===== src/hdl/dgsp_pkg.sv =====
// shared types and constants for the dense graph shortest path block
// no dependencies
package dgsp_pkg;

  // default sizes, handed to the top level parameters
  localparam int unsigned MaxNodesDef   = 16;
  localparam int unsigned WeightBitsDef = 16;

  // fixed field widths of the beats
  localparam int unsigned NodeFieldW   = 4;
  localparam int unsigned WeightFieldW = 16;
  localparam int unsigned DistW        = 20;
  localparam int unsigned StepW        = 4;

  // configuration register
  localparam int unsigned NodeCountW   = 5;
  localparam logic [NodeCountW-1:0] NodeCountRst = 5'd16;
  localparam int unsigned ApbAddrW     = 3;
  localparam int unsigned ApbDataW     = 32;
  localparam logic [ApbAddrW-3:0] RegIdxNodeCount = '0;

  typedef struct packed {
    logic [NodeFieldW-1:0]   from_node;
    logic [NodeFieldW-1:0]   to_node;
    logic [WeightFieldW-1:0] weight;
    logic                    last_edge;
  } edge_t;

  typedef struct packed {
    logic [NodeFieldW-1:0] node;
    logic [DistW-1:0]      distance;
    logic                  reachable;
    logic [StepW-1:0]      settle_step;
    logic                  last;
  } result_t;

  // controller to datapath
  typedef struct packed {
    logic clear;
    logic load;
    logic init;
    logic scan;
    logic pick;
    logic relax;
    logic idx_clr;
    logic idx_inc;
  } ctrl_cmd_t;

  // datapath to controller
  typedef struct packed {
    logic clr_done;
    logic idx_end;
    logic found;
    logic round_last;
  } ctrl_sts_t;

endpackage


===== src/hdl/dgsp_ctrl.sv =====
// sequencer for load, clear and the settle/relax rounds
// depends on dgsp_pkg
module dgsp_ctrl (
  input  logic                 clk_i,
  input  logic                 rst_ni,
  input  logic                 start_i,
  input  logic                 last_edge_i,
  input  dgsp_pkg::ctrl_sts_t  sts_i,
  output dgsp_pkg::ctrl_cmd_t  cmd_o,
  output logic                 busy_o
);

  typedef enum logic [7:0] {
    ST_CLEAR = 8'b0000_0001,
    ST_LOAD  = 8'b0000_0010,
    ST_INIT  = 8'b0000_0100,
    ST_SCAN  = 8'b0000_1000,
    ST_SWAIT = 8'b0001_0000,
    ST_PICK  = 8'b0010_0000,
    ST_RELAX = 8'b0100_0000,
    ST_RWAIT = 8'b1000_0000
  } state_e;

  state_e state_q, state_d;

  always_comb begin
    state_d = state_q;
    case (state_q)
      ST_CLEAR: if (sts_i.clr_done) state_d = ST_LOAD;
      ST_LOAD:  if (start_i && last_edge_i) state_d = ST_INIT;
      ST_INIT:  state_d = ST_SCAN;
      ST_SCAN:  if (sts_i.idx_end) state_d = ST_SWAIT;
      ST_SWAIT: state_d = ST_PICK;
      ST_PICK: begin
        if (sts_i.round_last) begin
          state_d = ST_CLEAR;
        end else if (sts_i.found) begin
          state_d = ST_RELAX;
        end else begin
          state_d = ST_SCAN;
        end
      end
      ST_RELAX: if (sts_i.idx_end) state_d = ST_RWAIT;
      ST_RWAIT: state_d = ST_SCAN;
      default:  state_d = ST_CLEAR;
    endcase
  end

  always_ff @(posedge clk_i or negedge rst_ni) begin
    if (!rst_ni) begin
      state_q <= ST_CLEAR;
    end else begin
      state_q <= state_d;
    end
  end

  always_comb begin
    cmd_o.clear   = (state_q == ST_CLEAR);
    cmd_o.load    = (state_q == ST_LOAD);
    cmd_o.init    = (state_q == ST_INIT);
    cmd_o.scan    = (state_q == ST_SCAN);
    cmd_o.pick    = (state_q == ST_PICK);
    cmd_o.relax   = (state_q == ST_RELAX);
    cmd_o.idx_inc = (state_q == ST_SCAN) || (state_q == ST_RELAX);
    cmd_o.idx_clr = (state_q == ST_INIT) || (state_q == ST_SWAIT) ||
                    (state_q == ST_PICK) || (state_q == ST_RWAIT);
  end

  assign busy_o = (state_q != ST_LOAD);

endmodule


===== config.mk =====
export PLATFORM = sky130hd
export DESIGN_NAME = dgsp_ctrl
export DESIGN_NICKNAME = d
export VERILOG_FILES = /design/src/hdl/dgsp_pkg.sv /design/src/hdl/dgsp_ctrl.sv
export SDC_FILE = /design/constraint.sdc
export NUM_CORES = 1
export LEC_CHECK = 0
export BUFFER_PORTS_ARGS = -buffer_cell sky130_fd_sc_hd__buf_2
export CORE_AREA = 2 2 39 41
export DETAILED_ROUTE_END_ITERATION = 7
export DIE_AREA = 0 0 41 43
export GPL_TIMING_DRIVEN = 0
export PLACE_DENSITY = 0.71
export SKIP_LAST_GASP = 1
export SYNTH_ARGS = -nofsm -noshare
export SYNTH_HDL_FRONTEND = slang
export SYNTH_SLANG_ARGS = --single-unit
export TNS_END_PERCENT = 30

===== constraint.sdc =====
create_clock -name clk_i -period 1.7 [get_ports clk_i]
set_clock_uncertainty 0.05 [all_clocks]
set_input_delay 0.34 -clock clk_i [delete_from_list [all_inputs] [get_ports clk_i]]
set_output_delay 0.34 -clock clk_i [all_outputs]
set_load 0.05 [all_outputs]

== Word-level counts from Yosys, hierarchy flattened ==
Cells that the tools add are included.
Storage, ports and cells
  input bits: 8
  flip-flop bits (word level): 8
  logic and storage cells: 28
  output and inout port bits: 9
Cells by class
  reduce and logical (&&, ||, !) cells: 7
  eq/ne operators: 13
  mux-type cells: 7
Operators by type and width (number)
  one-hot mux 8 bit (7 select lines): 1
  two-way mux 8 bit: 4
  two-way mux 7 bit: 2
  equality test 8 x 1 -> 1 bit (second input constant): 1
  equality test 8 x 2 -> 1 bit (second input constant): 1
  equality test 8 x 3 -> 1 bit (second input constant): 1
  equality test 8 x 4 -> 1 bit (second input constant): 1
  equality test 8 x 5 -> 1 bit (second input constant): 1
  equality test 8 x 6 -> 1 bit (second input constant): 1
  equality test 8 x 7 -> 1 bit (second input constant): 1
  equality test 8 bit (second input constant): 1
  inequality test 8 x 2 -> 1 bit (second input constant): 1
  inequality test 2 bit (second input constant): 3
  logical OR 1 bit: 4
  AND reduction 4 bit: 1
  inequality test 2 x 1 -> 1 bit (second input constant): 1
  OR reduction 2 bit: 1
  logical AND 1 bit: 1

== Logic depth before layout (Yosys ltp) ==
  depth in word-level cells: 4
  gate-level depth with buffers: 5
  depth with buffers taken out: 5

== Least setup slack after synthesis ==
Ideal clock, no wire load.
  path type: register to output
  start point: register state_q[5]
  end point: output cmd_o[5] in the netlist's numbering
  arrival: 2539 ps
  path buffers: 0
  path slack: -1229 ps
  required time: 1310 ps
  stages on the path, launching flop included: 3
  cell sequence: dfrtp_1 > or4_4 > nor4bb_1
RTL lines
  from (decl): line dgsp_ctrl.sv:24  | state_e state_q, state_d;
  from (signal assigned): line dgsp_ctrl.sv:53  | state_q <= state_d;
  to (decl): line dgsp_ctrl.sv:9  | output dgsp_pkg::ctrl_cmd_t cmd_o,

==> key figures <==
Critical path
  • First element of the critical path: state_q[4]
  • CP arrival: 1.92 ns
  • Crit Path Category: reg -> out
  • Critical path data required time: 1.31 ns
  • Critical path endpoint category: output pin
  • Worst R2R Start: state_q[4]
  • Startpoint types: flop
  • Critical path fanouts, max: 4
  • Worst R2R Path Depth: 7

Place
  • Pre-CTS WS: -0.534 ns
  • Post-DP HPWL: 864 um
  • Cell Area, Placed: 633 sq um
  • GPL Wtd Cong: 0.750
  • PortBufs: 16

Routing
  • Total wire length: 1.22 mm
  • Vias/cell: 5.05
  • Detailed Routing Iterations Pass 1: 6
  • Via count: 505
  • WL/cell: 12.2 um
  • Remaining DRCs: 2
  • Antenna viol nets, final: 0
  • 1st-iter DRT viols: 12

Synthesis
  • Share of the synthesized area in the top cell type: 0.342
  • Syn nets: 64
  • Yosys reg bits: 8
  • Yosys top cell by area: dfrtp_1
  • Sequential area share after synthesis: 0.394
  • Syn. warnings: 0
  • Mean Syn Cell Area: 9.14 sq um
  • Synth unique cells: 29
  • Synth area leaders: dfrtp_1, inv_1, dfstp_2
  • Syn Std Cell Area: 512 sq um
  • Syn Inst Count: 56

GRT
  • Initial antenna violation count: 0
  • Global route overflow: 0
  • Largest net degree at the start of global routing: 9
  • First-pass GRT wire length: 1.82 mm
  • Vias in the first global route: 462
  • GR Util All Layers: 0.156

Run status
  • Failing checks: design-rule violations, negative setup slack
  • Status: complete, but fails checks

Layout
  • Fin nets: 93
  • Area grow syn2layout: 54.5%
  • Largest register by flop count: state_q
  • Biggest regs: state_q x8
  • Max reg flops: 8
  • Ant. Diodes: 0
  • Cell area after layout: 791 sq um
  • Layout cell share with drive strength beyond 1: 0.488

STA
  • Final worst-path cycle share: 1.36
  • Slew @ Worst Pin: 0.332 ns
  • Slew margin rel.: 0.778
  • Max-slew violations: 0
  • Final setup viols: 14
  • Fmax: 433 MHz
  • Final Hold Vio Count: 0
  • Setup ws final: -0.611 ns
  • Minimum clock period: 2.31 ns
  • RSZ-0062 raised after global routing: yes

Power and ir drop
  • Peak supply drop: 0.603 mV
  • P_leak: 0.000386 uW
  • Pwr dens: 1440 mW/mm^2

Floorplanning
  • Chip width: 41 um
  • Die height: 43 um
  • IO Pins: 17
  • Die footprint: 0.00176 sq mm
  • Starting density of the core: 0.370
  • Row count: 14
  • Core area: 0.00138 sq mm

Clock tree
  • H-Tree Depth: 1
  • Root Buffer: clkbuf_4
  • Worst-Skew Late Latency: 0.26 ns
  • CTS max path bufs: 2
  • Sink Count: 8
  • Clk slew on worst S/H paths: 0.06 ns
  • CTS tree: yes
  • Cts bufs inserted: 3

Flow run
  • MaxCap Viol Count: 0

Worst hold path
  • Hold Path Origin: sts_i[0]
  • Hold path depth: 3
  • Hold/Removal Path Class: in -> reg
## Yosys cell counts
| cell | count |
|---|---|
| a21oi_1 | 1 |
| a22o_1 | 1 |
| a31oi_1 | 2 |
| a32o_1 | 1 |
| and3_1 | 2 |
| and4b_1 | 2 |
| buf_4 | 1 |
| dfrtp_1 | 7 |
| dfstp_2 | 1 |
| inv_1 | 8 |
| nand2_1 | 7 |
| nand3_1 | 2 |
| nand4_1 | 1 |
| nor2_1 | 4 |
| nor2_2 | 1 |
| nor2b_1 | 2 |
| nor3_1 | 1 |
| nor3_2 | 1 |
| nor3b_1 | 1 |
| nor3b_2 | 1 |
| nor4_2 | 1 |
| nor4b_4 | 1 |
| nor4bb_1 | 1 |
| o21ai_0 | 1 |
| o21ai_1 | 1 |
| o21bai_1 | 1 |
| o311ai_1 | 1 |
| or4_4 | 1 |
| xor2_1 | 1 |
## worst paths after layout
path | end | slack (ns)
max | cmd_o[0] | -0.61
min | state_q[0] | 0.29
max reg2reg | state_q[1] | -0.32
min reg2reg | state_q[5] | 0.48
max in group asynchronous | state_q[0] | 0.96
min in group asynchronous | state_q[5] | 0.40
## placed cells by master (no fill, tap or decap), types with 2 or more instances in the layout
master      netlist  layout
buf_2             0      11
buf_4             1       9
dfrtp_1           7       6
nand2_1           7       5
inv_1             8       5
nor2_1            4       4
clkbuf_4          0       3
buf_8             0       3
nor2b_1           2       2
and4b_1           2       2
clkinvlp_4        0       2
nand3_1           2       2
a31oi_1           2       2
and3_1            2       2
## through the flow
stage | hold slack, ns | setup TNS, ns | std cells | util | power, uW
2_1_floorplan | -0.00559 | -6.26 | 56 | - | 723
3_3_place_gp | 0.131 | -3.88 | 88 | 0.458 | 818
3_5_place_dp | 0.133 | -4.30 | 88 | 0.458 | 827
4_1_cts | 0.282 | -6.29 | 98 | 0.538 | 1080
5_1_grt | 0.296 | -6.93 | 100 | 0.571 | 1220
6_report | 0.287 | -5.45 | 100 | 0.571 | 1140
## layer usage
metal	part of all wire	wire length, um	GRT usage
met5	0	0	0
met4	0.029	36	0.120
met3	0.049	60	0.0157
met2	0.50	618	0.219
met1	0.42	509	0.208
## timing repair
item                       in CTS  in global routing
setup endpoints to repair      15                 16
resized for setup              10                 11
pin swaps                       4                  4
hold endpoints to repair        7                  0
hold buffers                    1                  0
gates cloned                    0                  0
setup buffers                   5                  3
## final cells by class
class | count | area (sq um)
Multi-Input combinational cell | 39 | 315
Fill cell | 125 | 593
Sequential cell | 8 | 203
Timing Repair Buffer | 25 | 189
Tap cell | 16 | 20.0
Inverter | 8 | 37.5
Clock buffer | 4 | 26.3
## worst max-delay path, stage by stage (launching register included)
cell and delay, ns:
dfrtp_1 0.38, or4_4 0.60, nor4b_4 0.25, buf_4 0.18, nor2_4 0.04, clkinvlp_4 0.08, buf_8 0.14
## where the power goes
group          total, uW  switching, uW  internal (uW)
combinational        675            381            295
sequential           313           75.3            238
clock                153           62.9           89.6
total               1140            519            622
## cells by family (layout without fill, tap and decap cells)
kind of cell	after synthesis	in the layout	share of synthesized area
AOI/OAI and AO/OA	9	9	0.122
and+or+nand+nor	29	29	0.394
DFF	8	8	0.394
xor gates and xnor gates	1	1	0.0171
buffers and inverters	9	37	0.0734
Note: power is estimated with default switching activity, not from simulation.
